==> src/hw/rtl/ple_pkg.sv <==
// ----------------------------------------------------------------------------
// ple_pkg
// shared types and constants of the positional list engine
// ----------------------------------------------------------------------------
package ple_pkg;

	localparam int CAPACITY_DEFAULT = 32;

	typedef enum logic [3:0] {
		CMD_INSERT_AT = 4'd0,
		CMD_INSERT_FIRST = 4'd1,
		CMD_INSERT_LAST = 4'd2,
		CMD_DELETE = 4'd3,
		CMD_CLEAR = 4'd4,
		CMD_REPLACE = 4'd5,
		CMD_SEARCH = 4'd6,
		CMD_LENGTH = 4'd7,
		CMD_DUMP = 4'd8
	} cmd_t;

	typedef enum logic [2:0] {
		ST_OK = 3'd0,
		ST_BADPOS = 3'd1,
		ST_EMPTYPOS = 3'd2,
		ST_NOTFOUND = 3'd3,
		ST_LISTEMPTY = 3'd4,
		ST_FULL = 3'd5
	} status_t;

	typedef enum logic [1:0] {
		FSM_IDLE,
		FSM_EXEC,
		FSM_DUMP
	} fsm_state_t;

	// controller to datapath
	typedef struct packed {
		logic load;      // capture command
		logic exec;      // run captured command on the cells
		logic dump_step; // advance dump index
	} dp_cmd_t;

	// datapath to controller
	typedef struct packed {
		logic is_dump;
		logic is_valid_cmd;
		logic dump_empty;
		logic dump_last;
	} dp_status_t;

endpackage

==> src/hw/rtl/positional_list_engine.sv <==
// ----------------------------------------------------------------------------
// positional_list_engine
// bounded ordered list of signed 32-bit values with 1-based positions
// ----------------------------------------------------------------------------
// usage:
//   s_axis carries one command item: cmd, position, value. m_axis returns the
//   result items; every command but dump gives one item, a dump gives one
//   item per entry (one item with status list empty if there are none), and
//   tlast marks the final item of a command. unknown codes give no item.
//   timing: a command is taken in idle and run on the cell row in exec,
//   once the result slot is free; no new command is taken before then, and
//   all cells shift and compare in parallel.
//   a dump reads its result items from the cells one index a cycle while
//   the result slot is free.
//   the result register holds its item while m_axis_tready is low; a new
//   command is still taken but waits in exec until the pending item leaves.
//   reset clears the entry count and the sequencer; cell contents are
//   left as they are and are never read beyond the count.
// ----------------------------------------------------------------------------
module positional_list_engine #(
	parameter int CAPACITY = ple_pkg::CAPACITY_DEFAULT
) (
	input  logic        clk,
	input  logic        arst_n,
	input  logic        s_axis_tvalid,
	output logic        s_axis_tready,
	// [3:0] cmd, [11:4] position, [43:12] value, [47:44] zero
	input  logic [47:0] s_axis_tdata,
	output logic        m_axis_tvalid,
	input  logic        m_axis_tready,
	// [2:0] status, [9:3] found_position, [41:10] entry_value, [48:42] count,
	// [55:49] zero
	output logic [55:0] m_axis_tdata,
	output logic        m_axis_tlast
);

	ple_pkg::dp_cmd_t    ctl;
	ple_pkg::dp_status_t stat;
	logic [2:0]  res_status;
	logic [6:0]  res_found_position;
	logic [31:0] res_entry_value;
	logic [6:0]  res_count;
	logic        res_last;

	ple_control u_ctrl (
		.clk       (clk),
		.arst_n    (arst_n),
		.in_valid  (s_axis_tvalid),
		.in_ready  (s_axis_tready),
		.out_valid (m_axis_tvalid),
		.out_ready (m_axis_tready),
		.ctl       (ctl),
		.stat      (stat),
		.res_last  (res_last)
	);

	ple_datapath #(.CAPACITY(CAPACITY)) u_dp (
		.clk                (clk),
		.arst_n             (arst_n),
		.ctl                (ctl),
		.stat               (stat),
		.in_cmd             (s_axis_tdata[3:0]),
		.in_position        (s_axis_tdata[11:4]),
		.in_value           (s_axis_tdata[43:12]),
		.res_status         (res_status),
		.res_found_position (res_found_position),
		.res_entry_value    (res_entry_value),
		.res_count          (res_count),
		.res_last           (res_last)
	);

	assign m_axis_tdata = {7'd0, res_count, res_entry_value, res_found_position, res_status};
	assign m_axis_tlast = res_last;

endmodule

==> src/hw/rtl/ple_datapath.sv <==
// ----------------------------------------------------------------------------
// ple_datapath
// row of cells with parallel shift and compare, count and result formation
// ----------------------------------------------------------------------------
module ple_datapath #(
	parameter int CAPACITY = ple_pkg::CAPACITY_DEFAULT
) (
	input  logic                clk,
	input  logic                arst_n,
	input  ple_pkg::dp_cmd_t    ctl,
	output ple_pkg::dp_status_t stat,
	input  logic [3:0]          in_cmd,
	input  logic [7:0]          in_position,
	input  logic [31:0]         in_value,
	output logic [2:0]          res_status,
	output logic [6:0]          res_found_position,
	output logic [31:0]         res_entry_value,
	output logic [6:0]          res_count,
	output logic                res_last
);

	localparam int CW = $clog2(CAPACITY + 1);
	localparam int IW = $clog2(CAPACITY);

	logic [31:0]   cells_q [CAPACITY];
	logic [CW-1:0] count_q;
	logic [3:0]    cmd_q;
	logic [7:0]    pos_q;
	logic [31:0]   val_q;
	logic [IW-1:0] dump_idx_q;

	// effective insert position and checks
	logic [8:0]    ipos;
	logic [8:0]    cnt9;
	logic          ins, del, rep, srch;
	logic          ok_ins, ok_del, ok_rep;
	logic [2:0]    st;
	logic [CAPACITY-1:0] match;
	logic [6:0]    hit;

	assign cnt9 = 9'(count_q);
	assign ins  = (cmd_q == ple_pkg::CMD_INSERT_AT) || (cmd_q == ple_pkg::CMD_INSERT_FIRST) ||
		(cmd_q == ple_pkg::CMD_INSERT_LAST);
	assign del  = cmd_q == ple_pkg::CMD_DELETE;
	assign rep  = cmd_q == ple_pkg::CMD_REPLACE;
	assign srch = cmd_q == ple_pkg::CMD_SEARCH;

	always_comb begin
		unique case (cmd_q)
			ple_pkg::CMD_INSERT_FIRST: ipos = 9'd1;
			ple_pkg::CMD_INSERT_LAST:  ipos = cnt9 + 9'd1;
			default:                   ipos = {1'b0, pos_q};
		endcase
	end

	always_comb begin
		for (int i = 0; i < CAPACITY; i++)
			match[i] = (i < int'(count_q)) && (cells_q[i] == val_q);
	end

	// first hit as a 1-based position, lowest matching cell has priority
	always_comb begin
		hit = '0;
		for (int i = CAPACITY - 1; i >= 0; i--)
			if (match[i]) hit = 7'(i + 1);
	end

	always_comb begin
		ok_ins = 1'b0;
		ok_del = 1'b0;
		ok_rep = 1'b0;
		st = ple_pkg::ST_OK;
		if (ins) begin
			if (ipos == 9'd0 || ipos > cnt9 + 9'd1) st = ple_pkg::ST_BADPOS;
			else if (cnt9 >= 9'(CAPACITY)) st = ple_pkg::ST_FULL;
			else ok_ins = 1'b1;
		end else if (del || rep) begin
			if (pos_q == 8'd0) st = ple_pkg::ST_BADPOS;
			else if ({1'b0, pos_q} > cnt9) st = ple_pkg::ST_EMPTYPOS;
			else begin
				ok_del = del;
				ok_rep = rep;
			end
		end else if (srch) begin
			st = (match == '0) ? ple_pkg::ST_NOTFOUND : ple_pkg::ST_OK;
		end
	end

	always_ff @(posedge clk) begin
		if (ctl.load) begin
			cmd_q <= in_cmd;
			pos_q <= in_position;
			val_q <= in_value;
		end
		if (ctl.exec) begin
			for (int i = 0; i < CAPACITY; i++) begin
				if (ok_ins) begin
					if (9'(i + 1) == ipos) cells_q[i] <= val_q;
					else if (9'(i + 1) > ipos && i > 0) cells_q[i] <= cells_q[i-1];
				end else if (ok_del) begin
					if (9'(i + 1) >= {1'b0, pos_q} && i < CAPACITY - 1)
						cells_q[i] <= cells_q[i+1];
				end else if (ok_rep) begin
					if (9'(i + 1) == {1'b0, pos_q}) cells_q[i] <= val_q;
				end
			end
		end
	end

	always_ff @(posedge clk or negedge arst_n) begin
		if (!arst_n) begin
			count_q <= '0;
			dump_idx_q <= '0;
		end else begin
			if (ctl.load) dump_idx_q <= '0;
			else if (ctl.dump_step) dump_idx_q <= dump_idx_q + 1'b1;
			if (ctl.exec) begin
				if (ok_ins) count_q <= count_q + 1'b1;
				else if (ok_del) count_q <= count_q - 1'b1;
				else if (cmd_q == ple_pkg::CMD_CLEAR) count_q <= '0;
			end
		end
	end

	assign stat.is_dump = cmd_q == ple_pkg::CMD_DUMP;
	assign stat.is_valid_cmd = cmd_q <= ple_pkg::CMD_DUMP;
	assign stat.dump_empty = count_q == '0;
	assign stat.dump_last = CW'(dump_idx_q) + 1'b1 == count_q;

	// result of the next cycle after exec, or of the current dump cell
	always_ff @(posedge clk) begin
		if (ctl.exec && !stat.is_dump) begin
			res_status <= st;
			res_found_position <= srch ? hit : 7'd0;
			res_entry_value <= '0;
			res_last <= 1'b1;
			if (ok_ins) res_count <= 7'(count_q + 1'b1);
			else if (ok_del) res_count <= 7'(count_q - 1'b1);
			else if (cmd_q == ple_pkg::CMD_CLEAR) res_count <= '0;
			else res_count <= 7'(count_q);
		end else if (ctl.dump_step) begin
			res_count <= 7'(count_q);
			if (stat.dump_empty) begin
				res_status <= ple_pkg::ST_LISTEMPTY;
				res_found_position <= '0;
				res_entry_value <= '0;
				res_last <= 1'b1;
			end else begin
				res_status <= ple_pkg::ST_OK;
				res_found_position <= 7'(dump_idx_q) + 7'd1;
				res_entry_value <= cells_q[dump_idx_q];
				res_last <= stat.dump_last;
			end
		end
	end

endmodule

==> src/hw/rtl/ple_control.sv <==
// ----------------------------------------------------------------------------
// ple_control
// command sequencer and output valid handling
// ----------------------------------------------------------------------------
module ple_control (
	input  logic                clk,
	input  logic                arst_n,
	input  logic                in_valid,
	output logic                in_ready,
	output logic                out_valid,
	input  logic                out_ready,
	output ple_pkg::dp_cmd_t    ctl,
	input  ple_pkg::dp_status_t stat,
	input  logic                res_last
);

	ple_pkg::fsm_state_t state_q, state_d;
	logic out_valid_q, out_valid_d;
	logic slot_free;

	assign slot_free = !out_valid_q || out_ready;
	assign out_valid = out_valid_q;

	always_ff @(posedge clk or negedge arst_n) begin
		if (!arst_n) begin
			state_q <= ple_pkg::FSM_IDLE;
			out_valid_q <= 1'b0;
		end else begin
			state_q <= state_d;
			out_valid_q <= out_valid_d;
		end
	end

	always_comb begin
		state_d = state_q;
		out_valid_d = out_valid_q && !out_ready;
		ctl = '0;
		in_ready = 1'b0;
		unique case (state_q)
			ple_pkg::FSM_IDLE: begin
				in_ready = 1'b1;
				if (in_valid) begin
					ctl.load = 1'b1;
					state_d = ple_pkg::FSM_EXEC;
				end
			end
			ple_pkg::FSM_EXEC: begin
				if (!stat.is_valid_cmd) begin
					state_d = ple_pkg::FSM_IDLE;
				end else if (stat.is_dump) begin
					// enter the dump only once the previous item has left
					if (slot_free) state_d = ple_pkg::FSM_DUMP;
				end else if (slot_free) begin
					ctl.exec = 1'b1;
					out_valid_d = 1'b1;
					state_d = ple_pkg::FSM_IDLE;
				end
			end
			ple_pkg::FSM_DUMP: begin
				// once the last dump item is out, stop
				if (out_valid_q && out_ready && res_last) begin
					state_d = ple_pkg::FSM_IDLE;
				end else if (slot_free && !(out_valid_q && res_last)) begin
					ctl.dump_step = 1'b1;
					out_valid_d = 1'b1;
				end
			end
			default: state_d = ple_pkg::FSM_IDLE;
		endcase
	end

endmodule

==> config.mk <==
export PLATFORM = sky130hd
export DESIGN_NAME = positional_list_engine
export DESIGN_NICKNAME = d
export VERILOG_FILES = /design/src/hw/rtl/ple_pkg.sv /design/src/hw/rtl/positional_list_engine.sv /design/src/hw/rtl/ple_datapath.sv /design/src/hw/rtl/ple_control.sv
export SDC_FILE = /design/constraint.sdc
export NUM_CORES = 2
export LEC_CHECK = 0
export BUFFER_PORTS_ARGS = -buffer_cell sky130_fd_sc_hd__buf_2
export CAP_MARGIN = 20
export CORE_MARGIN = 3
export CORE_UTILIZATION = 41
export DETAILED_ROUTE_END_ITERATION = 10
export PLACE_DENSITY_LB_ADDON = 0.15
export SETUP_SLACK_MARGIN = 0.2
export SLEW_MARGIN = 20
export SYNTH_ARGS = -nofsm -noshare
export SYNTH_HDL_FRONTEND = slang
export SYNTH_HIERARCHICAL = 1
export SYNTH_SLANG_ARGS = --single-unit
==> constraint.sdc <==
create_clock -name clk -period 8.1 [get_ports clk]
set_clock_uncertainty 0.05 [all_clocks]
set_input_delay 1.215 -clock clk [delete_from_list [all_inputs] [get_ports clk]]
set_output_delay 1.215 -clock clk [all_outputs]
set_load 0.005 [all_outputs]
==> summary.txt <==
postcts setup bufs: 0
# rows: 157
Synth Register Bits: 1131
PwrDens: 217 mW/mm2
actual slew at the worst max-slew pin: 1130 ps
post-route ant nets: 0
Tot GR Track Use: 40.5%
Synth warnings: 6
largest net degree at the start of global routing: 112
Final #Nets: 7266
DP Area: 0.0800 mm2
Placement Setup Slack: 1830 ps
Ports: 111
core box area: 0.183 mm2
Final GP Congestion: 1.09
XOR/XNOR Fraction of Synth Area: 12.1%
Final Power: 18.3 mW
chip width: 436 um
sw power: 6.39 mW
max incr delay on CP: 600 ps
post-synthesis compound-gate area fraction: 9.38%
first-pass GRT wire length: 532000 um
top-area cell type share of the netlist area: 42.9%
PortBufs: 98
post-CTS sizing: 0
Int Pwr: 11.9 mW
Avg Inst Size Synth: 10.4 um2
ys flop type: edfxtp_1
die height: 436 um
sequential area share after synthesis: 44.2%
crit share post-route: 81.6%
Critical Path Slowest Stage Cell: buf_4
Finished Core Util: 46.1%
drt pass-1 iters: 6
Mapped Area: 0.0759 mm2
Clock power frac: 35.4%
Inst Count DP: 9511
vias per cell: 6.75
gr ovfl total: 0
clk_lat worst skew: 830 ps
Starting Density: 41.4%
Layout Cell Area excl Fill: 0.0846 mm2
Fin Setup TNS: 0 ps
Fin. Hold Viols: 0
CTS Sinks: 1131
Residual DRC: 0
post-synthesis mux area share: 16.1%
Final min period: 6610 ps
Hold Slack: 319 ps
Post-Synth Simple-Gate Area: 14.0%
DR WL/cell: 40.6 um
WP data arrival: 7090 ps
Max-Cap Viols: 0
worst path cell trace: buf_4 > ha_1 > nand3_1 > xnor2_1 > o21a_1 > inv_2 > ha_1 > o21ai_0 > a21oi_1 > o31ai_1 > o31ai_4 > or2_2 > nor2_4 > buf_4 > mux2i_1 > o21ai_0
Reg clk slew, reported paths: 60 ps
P&R area growth vs syn: 11.5%
HP Class: in -> async
CTS tree: done
Post-CTS Hold Fix Bufs: 0
clock buffer depth: 3
Sw Ratio: 34.9%
top cells by area, synth: edfxtp_1 43%, mux4_2 9.5%, nand2_1 7.2%, xor2_1 6.6%, mux2i_1 6.1%
initial antenna violation count: 55
RSZ-0062 raised after global routing: false
highest ir drop seen on vdd: 0.178 mV
ratio of cells with drive above 1 in the final layout: 14.6%
Peak Freq: 151 MHz
DP HPWL: 292000 um
crit-path max FO: 32
clock buffer count from CTS: 142
outcome: finished clean
die area: 0.190 mm2
CP Launch Type: register
FILL cells: 17332
total wire length: 398000 um
largest family of logic cells by synthesized area: multiplexers
slew margin rel.: 24.0%
root buffer cell: clkbuf_16
initial DRC count: 12271
commonest non-fill, non-tap cell in the layout: nand2_1
Yosys top cell by area: edfxtp_1
post-synthesis cell count: 7290
final count of pins violating max slew: 0
Post-synth EDFFs: 1084
P_leak: 29.3 nW
Setup WS post-layout: 1490 ps
Adder-Cell Fraction of Synth Area: 0.376%
CP required: 8590 ps
category of the most critical setup path: reg -> reg
htree depth: 4
FFs w/ async S/R, synth: 1.24%
most frequent cells in the layout: 1456 x nand2_1, 1084 x edfxtp_1, 576 x xor2_1
Comb power frac: 26.5%
vias in the first global route: 59860
final cell count without fillers: 9791
via count: 66138
Yosys cell types: 85
Worst Setup End Kind: register
Final Setup Violations: 0
Flop pwr share: 38.1%
cell type report:
| cell class | instances | area (um2) | area share, % |
|---|---|---|---|
| Antenna cell | 22 | 55.1 | 0.0651 |
| Clock buffer | 177 | 3770 | 4.45 |
| Clock inverter | 80 | 759 | 0.898 |
| Inverter | 34 | 129 | 0.152 |
| Multi-Input combinational cell | 5473 | 39900 | 47.2 |
| Sequential cell | 1131 | 33600 | 39.7 |
| Tap cell | 2464 | 3080 | 3.64 |
| Timing Repair Buffer | 410 | 3340 | 3.95 |
flip-flops by register name, indices dropped and copies added (netlist names):
register and cells:
u_dp/res_found_position 6, u_dp/cells_q 1024, u_dp/dump_idx_q 5, u_dp/res_entry_value 32
u_dp/count_q 6, u_dp/res_last 1, u_dp/val_q 32, u_dp/cmd_q 4
u_dp/pos_q 8, u_ctrl/out_valid 1, u_dp/res_status 3, u_ctrl/state_q 2
u_dp/res_count 7
power by group through the flow:
| stage | sequential, mW | combinational (mW) | clock, mW |
|---|---|---|---|
| 2_1_floorplan | 6.95 | 2.73 | 0 |
| 3_3_place_gp | 7.11 | 4.57 | 0 |
| 3_5_place_dp | 7.10 | 4.64 | 0 |
| 4_1_cts | 6.98 | 4.65 | 6.52 |
| 5_1_grt | 6.99 | 5.00 | 6.72 |
| 6_report | 6.99 | 4.85 | 6.48 |
Yosys cell counts, types with 32 or more instances:
master    number
a21oi_1       79
xor2_1       576
mux4_2       320
mux2i_1      462
nand3_1      191
nor4_1       160
clkbuf_1     354
o21ai_0      463
o22ai_1       91
dfxtp_1       33
nor2_1       337
xnor2_1      469
nand2_1     1461
a22oi_1      335
mux2_2        32
edfxtp_1    1084
buf_2        190
nand4_1      138
nor3_1        52
buf_1         87
worst max-delay path, delay by kind of cell (launching register included):
family | cells | cell delay, ps
compound gates | 6 | 1600
buf+inv | 3 | 1200
simple gates | 3 | 1170
fa+ha+maj | 2 | 790
mux | 1 | 590
xor+xnor | 1 | 490
flops | 1 | 350
per-layer routing:
metal,vias up,track usage [%],share of wire (%)
li1,26493,-,-
met1,33212,56.0,39
met2,5556,53.9,39
met3,835,18.2,16
met4,42,17.6,5.2
met5,-,0.857,0.13
final timing paths:
path                                     startpoint                        to  slack [ps]  cells past startpoint
min in group clk           u_dp/res_entry_value[24]  u_dp/res_entry_value[24]         410                      2
setup / recovery                    u_dp/count_q[1]      u_dp/cells_q[15][13]        1490                     16
hold reg to reg            u_dp/res_entry_value[24]  u_dp/res_entry_value[24]         410                      2
max in group asynchronous                    arst_n        u_dp/dump_idx_q[2]        7210                      1
hold / removal                               arst_n          u_ctrl/out_valid         320                      1
setup reg to reg                    u_dp/count_q[1]      u_dp/cells_q[15][13]        1490                     16
kinds of logic after synthesis:
kind of cell / after synthesis
fa+ha+maj: 23
compound gates: 1128
mux: 815
buf+inv: 692
other cells: 2
xor+xnor: 1045
flops: 1131
simple gates: 2454
No activity file was read; power rests on OpenSTA's default activity.
